===== src/rtl/core/ofbp_pkg.sv =====
// Shared types, codes and constants of the object frame byte parser.
package ofbp_pkg;

    // Default cap on the object count, whatever the limit register holds.
    localparam int unsigned COUNT_LIMIT_MAX_DEF = 100000;

    // Limit register after reset; 10000 suits 2D frames, 100000 suits 3D frames.
    localparam logic [16:0] MAX_OBJECTS_RESET = 17'd10000;
    localparam logic [16:0] MAX_OBJECTS_3D    = 17'd100000;

    // Frame number, timestamp, marker and count together.
    localparam int unsigned HEADER_BYTES = 17;

    // Depth of the record queue in front of the output.
    localparam int unsigned OUT_DEPTH = 4;

    localparam logic [7:0] CH_MARKER = 8'h5E;  // '^'
    localparam logic [7:0] CH_DELIM  = 8'h7C;  // '|'

    // Record kinds.
    localparam logic [1:0] REC_HEADER = 2'd0;
    localparam logic [1:0] REC_OBJECT = 2'd1;
    localparam logic [1:0] REC_DONE   = 2'd2;

    // Frame status codes; the error codes double as the stored first error.
    localparam logic [2:0] ST_OK         = 3'd0;
    localparam logic [2:0] ST_SHORT      = 3'd1;
    localparam logic [2:0] ST_TRUNCATED  = 3'd2;
    localparam logic [2:0] ST_NO_MARKER  = 3'd3;
    localparam logic [2:0] ST_NEG_COUNT  = 3'd4;
    localparam logic [2:0] ST_OVER_LIMIT = 3'd5;
    localparam logic [2:0] ST_NO_DELIM   = 3'd6;
    localparam logic [2:0] ST_TRAILING   = 3'd7;

    typedef enum logic [3:0] {
        PH_FRAME_NO  = 4'd0,
        PH_TIMESTAMP = 4'd1,
        PH_MARKER    = 4'd2,
        PH_COUNT     = 4'd3,
        PH_DELIM     = 4'd4,
        PH_IDENT     = 4'd5,
        PH_CLASS     = 4'd6,
        PH_COORD_A   = 4'd7,
        PH_COORD_B   = 4'd8,
        PH_COORD_C   = 4'd9,
        PH_TAIL      = 4'd10,
        PH_END       = 4'd11
    } phase_t;

    typedef struct packed {
        logic [7:0] data_byte;
        logic       last_byte;
    } byte_word_t;

    typedef struct packed {
        logic [1:0]         record_kind;
        logic signed [31:0] frame_num;
        logic [63:0]        timestamp_bits;
        logic [16:0]        object_count;
        logic signed [31:0] object_ident;
        logic signed [31:0] object_class;
        logic [63:0]        coord_first_bits;
        logic [63:0]        coord_second_bits;
        logic [63:0]        coord_third_bits;
        logic [2:0]         status;
        logic               last_of_run;
    } rec_word_t;

endpackage


===== src/rtl/core/ofbp_core.sv =====
// Per-byte frame parsing state and record generation.
module ofbp_core #(
    parameter int unsigned COUNT_LIMIT_MAX = ofbp_pkg::COUNT_LIMIT_MAX_DEF
) (
    input  logic                clk,
    input  logic                rst_n,
    input  logic [16:0]         max_objects,
    input  logic                take,
    input  ofbp_pkg::byte_word_t byte_word,
    output logic [1:0]          push_count,
    output ofbp_pkg::rec_word_t push_first,
    output ofbp_pkg::rec_word_t push_second
);
    import ofbp_pkg::*;

    phase_t      phase_reg, phase_next, phase_adv;
    logic [2:0]  idx_reg, idx_next, idx_adv;
    logic [63:0] shift_reg, shift_next, shift_adv;
    logic [31:0] held_fn_reg, held_fn_next;
    logic [63:0] held_ts_reg, held_ts_next;
    logic [16:0] remaining_reg, remaining_next, remaining_adv;
    logic [31:0] held_ident_reg, held_ident_next;
    logic [31:0] held_class_reg, held_class_next;
    logic [63:0] held_coord_a_reg, held_coord_a_next;
    logic [63:0] held_coord_b_reg, held_coord_b_next;
    logic [2:0]  err_reg, err_next, err_adv;
    logic [4:0]  seen_reg, seen_next, seen_adv;

    logic [63:0] assembled;
    logic        wide_field;
    logic        field_done;
    logic [31:0] count_val;
    logic        count_fits;
    logic [16:0] remaining_dec;
    logic        rec_valid;
    logic [2:0]  done_status;
    rec_word_t   rec;
    rec_word_t   done;

    // The byte lands in its little-endian slot of the field being assembled.
    assign assembled  = shift_reg | ({56'd0, byte_word.data_byte} << {idx_reg, 3'b000});
    assign wide_field = (phase_reg == PH_TIMESTAMP) || (phase_reg == PH_COORD_A) ||
                        (phase_reg == PH_COORD_B) || (phase_reg == PH_COORD_C);
    assign field_done = wide_field ? (idx_reg == 3'd7) : (idx_reg == 3'd3);
    assign count_val  = assembled[31:0];
    assign count_fits = (count_val <= {15'd0, max_objects}) &&
                        (count_val <= 32'(COUNT_LIMIT_MAX));
    assign remaining_dec = (remaining_reg != 17'd0) ? remaining_reg - 17'd1 : remaining_reg;

    // Next state while parsing, before the end of frame restart.
    always_comb
    begin
        phase_adv         = phase_reg;
        err_adv           = err_reg;
        idx_adv           = idx_reg;
        shift_adv         = shift_reg;
        remaining_adv     = remaining_reg;
        seen_adv          = seen_reg;
        held_fn_next      = held_fn_reg;
        held_ts_next      = held_ts_reg;
        held_ident_next   = held_ident_reg;
        held_class_next   = held_class_reg;
        held_coord_a_next = held_coord_a_reg;
        held_coord_b_next = held_coord_b_reg;
        if (take)
        begin
            if (seen_reg < 5'(HEADER_BYTES))
            begin
                seen_adv = seen_reg + 5'd1;
            end
            if (err_reg == ST_OK)
            begin
                unique case (phase_reg)
                    PH_MARKER:
                    begin
                        if (byte_word.data_byte == CH_MARKER) phase_adv = PH_COUNT;
                        else err_adv = ST_NO_MARKER;
                    end
                    PH_DELIM:
                    begin
                        if (byte_word.data_byte == CH_DELIM) phase_adv = PH_IDENT;
                        else err_adv = ST_NO_DELIM;
                    end
                    PH_TAIL:
                    begin
                        if (byte_word.data_byte == CH_MARKER) phase_adv = PH_END;
                        else err_adv = ST_TRAILING;
                    end
                    PH_END:
                    begin
                        err_adv = ST_TRAILING;
                    end
                    default:
                    begin
                        if (!field_done)
                        begin
                            shift_adv = assembled;
                            idx_adv   = idx_reg + 3'd1;
                        end
                        else
                        begin
                            shift_adv = '0;
                            idx_adv   = '0;
                            unique case (phase_reg)
                                PH_FRAME_NO:
                                begin
                                    held_fn_next = assembled[31:0];
                                    phase_adv    = PH_TIMESTAMP;
                                end
                                PH_TIMESTAMP:
                                begin
                                    held_ts_next = assembled;
                                    phase_adv    = PH_MARKER;
                                end
                                PH_COUNT:
                                begin
                                    if (count_val[31]) err_adv = ST_NEG_COUNT;
                                    else if (!count_fits) err_adv = ST_OVER_LIMIT;
                                    else
                                    begin
                                        remaining_adv = count_val[16:0];
                                        phase_adv = (count_val == 32'd0) ? PH_TAIL : PH_DELIM;
                                    end
                                end
                                PH_IDENT:
                                begin
                                    held_ident_next = assembled[31:0];
                                    phase_adv       = PH_CLASS;
                                end
                                PH_CLASS:
                                begin
                                    held_class_next = assembled[31:0];
                                    phase_adv       = PH_COORD_A;
                                end
                                PH_COORD_A:
                                begin
                                    held_coord_a_next = assembled;
                                    phase_adv         = PH_COORD_B;
                                end
                                PH_COORD_B:
                                begin
                                    held_coord_b_next = assembled;
                                    phase_adv         = PH_COORD_C;
                                end
                                default:
                                begin
                                    remaining_adv = remaining_dec;
                                    phase_adv = (remaining_dec != 17'd0) ? PH_DELIM : PH_TAIL;
                                end
                            endcase
                        end
                    end
                endcase
            end
        end
    end

    // The last byte of a frame puts the parser back at the frame number.
    always_comb
    begin
        if (take && byte_word.last_byte)
        begin
            phase_next     = PH_FRAME_NO;
            err_next       = ST_OK;
            idx_next       = '0;
            shift_next     = '0;
            remaining_next = '0;
            seen_next      = '0;
        end
        else
        begin
            phase_next     = phase_adv;
            err_next       = err_adv;
            idx_next       = idx_adv;
            shift_next     = shift_adv;
            remaining_next = remaining_adv;
            seen_next      = seen_adv;
        end
    end

    // Records caused by the current byte.
    always_comb
    begin
        rec_valid = take && (err_reg == ST_OK) && field_done &&
                    (((phase_reg == PH_COUNT) && !count_val[31] && count_fits) ||
                     (phase_reg == PH_COORD_C));

        if (seen_adv < 5'(HEADER_BYTES)) done_status = ST_SHORT;
        else if (err_adv != ST_OK) done_status = err_adv;
        else if (phase_adv == PH_DELIM) done_status = ST_NO_DELIM;
        else if ((phase_adv == PH_TAIL) || (phase_adv == PH_END)) done_status = ST_OK;
        else done_status = ST_TRUNCATED;

        rec = '0;
        if (phase_reg == PH_COUNT)
        begin
            rec.record_kind    = REC_HEADER;
            rec.frame_num      = held_fn_reg;
            rec.timestamp_bits = held_ts_reg;
            rec.object_count   = count_val[16:0];
        end
        else
        begin
            rec.record_kind       = REC_OBJECT;
            rec.object_ident      = held_ident_reg;
            rec.object_class      = held_class_reg;
            rec.coord_first_bits  = held_coord_a_reg;
            rec.coord_second_bits = held_coord_b_reg;
            rec.coord_third_bits  = assembled;
        end
        rec.last_of_run = !byte_word.last_byte;

        done             = '0;
        done.record_kind = REC_DONE;
        done.status      = done_status;
        done.last_of_run = 1'b1;

        push_first  = rec_valid ? rec : done;
        push_second = done;
        push_count  = {1'b0, rec_valid} + {1'b0, take && byte_word.last_byte};
    end

    always_ff @(posedge clk or negedge rst_n)
    begin
        if (!rst_n)
        begin
            phase_reg        <= PH_FRAME_NO;
            err_reg          <= ST_OK;
            idx_reg          <= '0;
            shift_reg        <= '0;
            remaining_reg    <= '0;
            seen_reg         <= '0;
            held_fn_reg      <= '0;
            held_ts_reg      <= '0;
            held_ident_reg   <= '0;
            held_class_reg   <= '0;
            held_coord_a_reg <= '0;
            held_coord_b_reg <= '0;
        end
        else
        begin
            phase_reg        <= phase_next;
            err_reg          <= err_next;
            idx_reg          <= idx_next;
            shift_reg        <= shift_next;
            remaining_reg    <= remaining_next;
            seen_reg         <= seen_next;
            held_fn_reg      <= held_fn_next;
            held_ts_reg      <= held_ts_next;
            held_ident_reg   <= held_ident_next;
            held_class_reg   <= held_class_next;
            held_coord_a_reg <= held_coord_a_next;
            held_coord_b_reg <= held_coord_b_next;
        end
    end

endmodule


===== src/rtl/core/ofbp_out_queue.sv =====
// Small record queue that takes up to two records a cycle and delivers one.
module ofbp_out_queue (
    input  logic                clk,
    input  logic                rst_n,
    input  logic [1:0]          push_count,
    input  ofbp_pkg::rec_word_t push_first,
    input  ofbp_pkg::rec_word_t push_second,
    output logic                room_for_two,
    output logic                rec_valid,
    input  logic                rec_ready,
    output ofbp_pkg::rec_word_t rec_word
);
    import ofbp_pkg::*;

    localparam int unsigned LEVEL_W = $clog2(OUT_DEPTH + 1);

    rec_word_t          q_reg [OUT_DEPTH];
    rec_word_t          q_next [OUT_DEPTH];
    logic [LEVEL_W-1:0] level_reg, level_next;
    logic [LEVEL_W-1:0] level_after_pop;
    logic               pop;

    assign pop          = rec_valid && rec_ready;
    assign rec_valid    = (level_reg != '0);
    assign rec_word     = q_reg[0];
    assign room_for_two = (level_reg <= LEVEL_W'(OUT_DEPTH - 2));

    assign level_after_pop = level_reg - {{(LEVEL_W-1){1'b0}}, pop};
    assign level_next      = level_after_pop + {{(LEVEL_W-2){1'b0}}, push_count};

    // The head always sits in entry zero; a pop moves every entry down one.
    always_comb
    begin
        for (int i = 0; i < OUT_DEPTH; i++)
        begin
            if (pop && (i < OUT_DEPTH - 1)) q_next[i] = q_reg[(i + 1) % OUT_DEPTH];
            else q_next[i] = q_reg[i];
            if ((push_count != 2'd0) && (level_after_pop == LEVEL_W'(i)))
            begin
                q_next[i] = push_first;
            end
            if ((push_count == 2'd2) && (level_after_pop + LEVEL_W'(1) == LEVEL_W'(i)))
            begin
                q_next[i] = push_second;
            end
        end
    end

    always_ff @(posedge clk)
    begin
        for (int i = 0; i < OUT_DEPTH; i++)
        begin
            q_reg[i] <= q_next[i];
        end
    end

    always_ff @(posedge clk or negedge rst_n)
    begin
        if (!rst_n)
        begin
            level_reg <= '0;
        end
        else
        begin
            level_reg <= level_next;
        end
    end

endmodule


===== src/rtl/core/object_frame_byte_parser_top.sv =====
// Top level of the object frame byte parser: byte channel in, record channel out.
// Throughput: one frame byte per cycle while the output queue has room for two records.
// The parser updates its state and queues the records of a byte in the cycle it takes that byte.
// A closing byte that also completes a header or object record causes two records; they leave in turn.
// The four-record output queue sets how long the input keeps flowing while the output stalls.
// Reset (rst_n, asynchronous, active low) starts a new frame, empties the queue, sets the limit to 10000.
module object_frame_byte_parser_top #(
    parameter int unsigned COUNT_LIMIT_MAX = ofbp_pkg::COUNT_LIMIT_MAX_DEF
) (
    input  logic                 clk,
    input  logic                 rst_n,
    input  logic                 cfg_wr_en,
    input  logic [16:0]          cfg_wr_data,
    input  logic                 byte_valid,
    output logic                 byte_ready,
    input  ofbp_pkg::byte_word_t byte_word,
    output logic                 rec_valid,
    input  logic                 rec_ready,
    output ofbp_pkg::rec_word_t  rec_word
);
    import ofbp_pkg::*;

    logic [16:0] max_objects_reg;
    logic        take;
    logic        room_for_two;
    logic [1:0]  push_count;
    rec_word_t   push_first;
    rec_word_t   push_second;

    // The limit register; users must write it only while no frame is in flight, unchecked by the block.
    always_ff @(posedge clk or negedge rst_n)
    begin
        if (!rst_n)
        begin
            max_objects_reg <= MAX_OBJECTS_RESET;
        end
        else if (cfg_wr_en)
        begin
            max_objects_reg <= cfg_wr_data;
        end
    end

    // A word is taken only when the queue can hold both records it might cause,
    // so the parser never has to hold a byte back.
    assign byte_ready = room_for_two;
    assign take       = byte_valid && byte_ready;

    ofbp_core #(
        .COUNT_LIMIT_MAX(COUNT_LIMIT_MAX)
    ) u_core (
        .clk        (clk),
        .rst_n      (rst_n),
        .max_objects(max_objects_reg),
        .take       (take),
        .byte_word  (byte_word),
        .push_count (push_count),
        .push_first (push_first),
        .push_second(push_second)
    );

    ofbp_out_queue u_queue (
        .clk         (clk),
        .rst_n       (rst_n),
        .push_count  (push_count),
        .push_first  (push_first),
        .push_second (push_second),
        .room_for_two(room_for_two),
        .rec_valid   (rec_valid),
        .rec_ready   (rec_ready),
        .rec_word    (rec_word)
    );

    // A frame done record always closes the run of records of its byte.
    assert property (@(posedge clk) disable iff (!rst_n)
        (rec_valid && (rec_word.record_kind == REC_DONE)) |-> rec_word.last_of_run)
        else $error("done record without last_of_run");

    // Header and object records carry no status.
    assert property (@(posedge clk) disable iff (!rst_n)
        (rec_valid && (rec_word.record_kind != REC_DONE)) |-> (rec_word.status == ST_OK))
        else $error("status set on a non-done record");

    // The closing byte of a frame always leaves a record waiting at the output.
    assert property (@(posedge clk) disable iff (!rst_n)
        (byte_valid && byte_ready && byte_word.last_byte) |=> rec_valid)
        else $error("no record after the last byte of a frame");

endmodule


===== config.mk =====
export PLATFORM = sky130hd
export DESIGN_NAME = object_frame_byte_parser_top
export DESIGN_NICKNAME = d
export VERILOG_FILES = /design/src/rtl/core/ofbp_pkg.sv /design/src/rtl/core/ofbp_core.sv /design/src/rtl/core/ofbp_out_queue.sv /design/src/rtl/core/object_frame_byte_parser_top.sv
export SDC_FILE = /design/constraint.sdc
export NUM_CORES = 2
export LEC_CHECK = 0
export ABC_AREA = 1
export BUFFER_PORTS_ARGS = -buffer_cell sky130_fd_sc_hd__buf_2
export CAP_MARGIN = 25
export CORE_MARGIN = 4
export CORE_UTILIZATION = 40
export DETAILED_ROUTE_END_ITERATION = 8
export HOLD_SLACK_MARGIN = 0.15
export PLACE_DENSITY = 0.55
export SETUP_SLACK_MARGIN = 0.4
export SYNTH_ARGS = -nofsm -noshare
export SYNTH_HDL_FRONTEND = slang
export SYNTH_SLANG_ARGS = --single-unit
export TNS_END_PERCENT = 100

===== constraint.sdc =====
create_clock -name clk -period 11.2 [get_ports clk]
set_input_delay 0.56 -clock clk [delete_from_list [all_inputs] [get_ports clk]]
set_output_delay 0.56 -clock clk [all_outputs]
set_load 0.01 [all_outputs]

==> results by group <==
Min path
  – Hold crit path type: input port to register
  – Hold path start: cfg_wr_en
  – Worst hold path depth: 3
  – Worst Hold End: max_objects_reg[7]$_DFFE_PN0P_

Finish
  – Synth-to-Final Area Change: 13.8%
  – Number of fill cells: between 15000 and 20000
  – Layout cells sized above 1: 10.6%
  – Util after Layout: between 40% and 50%
  – Fin area: roughly 91000 sq um
  – Fin nets: about 9900
  – Storage cell area: a little over 40000 sq um
  – Max reg flops: 1500
  – Footprint of the multi-input gates: 34600 sq um

Placed design
  – Buffers on Ports: between 400 and 500
  – GP Congestion: 0.889
  – Dpl hpwl: about 170 mm
  – Pre-CTS setup slack: roughly 2.2 ns
  – Area post-placement: about 83000 sq um

Logic synthesis
  – Top cell type's share of synthesized area: 37.4%
  – Post-synthesis cell type count: between 50 and 60
  – Count leader, synth: nand2_1
  – Mux cell area share after synthesis: less than 1%
  – Asr flop ratio synth: about a fifth
  – Post-Syn Instances: ~9900
  – Largest family of logic cells by synthesized area: compound AO/OA/AOI/OAI gates
  – XOR/XNOR share of the synthesized area: less than 1%
  – Synthesized area: just under 80000 sq um
  – Top post-synthesis cells by area: dfxtp_1, nand2_1, dfrtp_1
  – Mapped Avg Cell Area: approximately 8 sq um
  – YS warnings: 0
  – EDFF count, synth: 12
  – Synth Area in Simple Gates: 17.9%
  – Post-Synth Adder-Cell Area: less than 1%
  – Sequential fraction of the synthesis area: 50.6%
  – Seq cells post-synth: about 1900
  – Synth top cells by count: nand2_1, dfxtp_1, a21oi_1, o211ai_1, clkbuf_1
  – Net count after synthesis: about 10000
  – Leading area contributor after synthesis: dfxtp_1
  – Prevailing post-synth register cell: dfxtp_1
  – Compound-Gate Fraction of Synth Area: about a quarter

CTS
  – Clk buf depth: 3
  – H-tree depth: 4
  – Post-CTS setup buffers: 0
  – Clock sink total: roughly 1900
  – TritonCTS buffer count: 205
  – Worst-path clk slew: roughly 0.070 ns
  – CTS tree: done
  – Root Buffer Master: clkbuf_16
  – Clk_lat worst skew: 0.86 ns

Global route
  – M3 GR Usage: under 10%
  – Vias in the first global route: 68381
  – Pin count of the biggest net entering global routing: about 240
  – Total global-route track usage: ~28%
  – Initial antenna violation count: 40
  – First-pass GRT wire length: 446 mm
  – Global route hottest layer: met2
  – Global routing usage on met1: roughly 37%
  – Total global routing overflow: 0
  – GR met2 Demand/Resource: between 40 and 50%

Floorplan
  – Chip width: between 400 and 500 um
  – Core ar.: slightly below 200000 sq um
  – Row Count: 163
  – DIE AREA: just over 200000 sq um
  – Starting Density: 40.3%
  – Height of the die: 454 um
  – # IOs: 408

Power and ir drop
  – P_leak: 36.2 nW
  – Peak supply drop: about 0.00017 V
  – Power per cell area: about 300 nW/um^2
  – Total power: approximately 0.027 W

Routing
  – Remaining routing DRC violations: 0
  – Wirelength per Cell: roughly 23 um
  – Via-to-Cell Ratio: between 5 and 6
  – Routed via count: approximately 70000
  – DR pass1 iterations: 7
  – Antenna Nets Post-Route: 0
  – DR iter-0 viols: just under 7000
  – DRT Wirelength: about 300 mm

Timing
  – Achievable Freq: approximately 0.12 GHz
  – RSZ-0062 raised after global routing: no
  – # setup viols final: 0
  – Final Cycle Share: a little under three quarters
  – Total negative slack: 0 ns
  – Setup slack after layout: between 3 and 4 ns
  – Min Tclk post-route: between 8 and 9 ns
  – Worst Tran Pin Value: about 1.3 ns
  – Skew final: between 0.02 and 0.03 ns
  – Final Max Slew Viols: 0
  – Final hold violations: 0
  – Slew HR: around an eighth

Critical path
  – Slowest-stage cell, CP: buf_4
  – Reg2Reg Setup Slack: 3.15 ns
  – Crit. End Element: register
  – Crit Path Max Fanout: 98
  – Crit path DAT: around 8.7 ns
  – Reg2reg path depth: 27
  – RR Startpoint: u_core.idx_reg[0]$_DFFE_PN0P_
  – R2R Path End: u_queue.q_reg[0][147]$_SDFFE_PP0P_
  – Crit path kind: register to register
  – Startpoint Class: register
  – Max stage delay on crit path: 0.93 ns
  – Worst endpoint required time: ~12 ns

Outcome
  – Outcome: finished, final reports clean

Job
  – MaxCap Viol Count: 0
## layer usage
layer	vias up	share of wire [%]
li1	34037	-
met1	34561	43
met2	2622	45
met3	526	7.2
met4	4	5.0
met5	-	0.0087
## placed cells by master, fill, tap and decap left out, types with 8 or more instances in the layout
cell type	count
buf_2	406
buf_12	17
inv_1	323
clkinv_2	35
clkbuf_1	56
buf_4	120
nand4_1	19
o21bai_1	10
dfxtp_1	1488
diode_2	23
xor2_1	11
buf_16	13
ha_1	27
edfxtp_1	12
nand2_4	112
a21oi_1	1405
nor2_1	226
bufinv_16	11
clkbuf_8	58
dfrtp_1	399
o211ai_1	1109
nand2_1	2863
inv_2	8
nor3_1	75
dlygate4sd3_1	30
a21oi_4	10
nand3_1	151
o22ai_1	132
o21ai_0	618
clkbuf_16	214
## kinds of logic (layout without fill, tap and decap cells)
group | count (synthesis) | count (layout)
DFF | 1904 | 1904
xor gates and xnor gates | 12 | 12
muxes | 3 | 3
and+or+nand+nor | 3472 | 3472
adders and majority gates | 28 | 28
AOI/OAI and AO/OA | 3312 | 3312
buffers and inverters | 1217 | 1319
other | 0 | 23
## area by class of cell
class,instances,share of cell area (%)
diodes,23,0.0635
repair buffers,587,4.36
clock buffers,328,7.03
well taps,2640,3.65
flip-flops and latches,1904,44.5
clock inverters,61,0.790
multi-input cells,6827,38.2
inverters,343,1.46
## worst max path at each step
stage | start | endpoint | slack, ns | depth (start not counted)
global placement | u_core.idx_reg[0]$_DFFE_PN0P_ | u_queue.q_reg[0][147]$_SDFFE_PP0P_ | 2.29 | 26
CTS | u_core.idx_reg[0]$_DFFE_PN0P_ | u_queue.q_reg[0][147]$_SDFFE_PP0P_ | 2.18 | 26
global route | u_core.idx_reg[0]$_DFFE_PN0P_ | u_queue.q_reg[0][221]$_SDFFE_PP0P_ | 2.55 | 27
finish | u_core.idx_reg[0]$_DFFE_PN0P_ | u_queue.q_reg[0][147]$_SDFFE_PP0P_ | 3.15 | 27
detailed placement | u_core.idx_reg[0]$_DFFE_PN0P_ | u_queue.q_reg[0][147]$_SDFFE_PP0P_ | 2.22 | 26
floorplan | u_core.idx_reg[0]$_DFFE_PN0P_ | u_queue.q_reg[0][1]$_DFFE_PP_ | 6.36 | 28
## through the flow
stage,hold WS [ns],std cells
global placement,0.450,12256
finish,0.202,12713
global route,0.231,12697
CTS,0.157,12679
detailed placement,0.453,12260
floorplan,0.264,9948
## worst max-delay path, delay by kind of cell, from the launching register on
family                     cells  cell delay, ns
DFF                            1            0.87
adders and majority gates      2            0.59
and+or+nand+nor               10            1.61
buffers and inverters          8            3.67
AOI/OAI and AO/OA              7            0.90
## power breakdown
part           internal (W)  total [W]  switching (W)  leakage [nW]
Sequential          0.00960     0.0113        0.00170          18.1
Clock               0.00415    0.00708        0.00293          3.50
Combinational       0.00316    0.00843        0.00527          14.6
## timing repair
| action | 4_1_cts | 5_1_grt |
|---|---|---|
| hold endpoints to repair | 76 | 0 |
| hold buffers | 30 | 0 |
| gates resized for setup | 0 | 0 |
No activity file was read; power rests on OpenSTA's default activity.
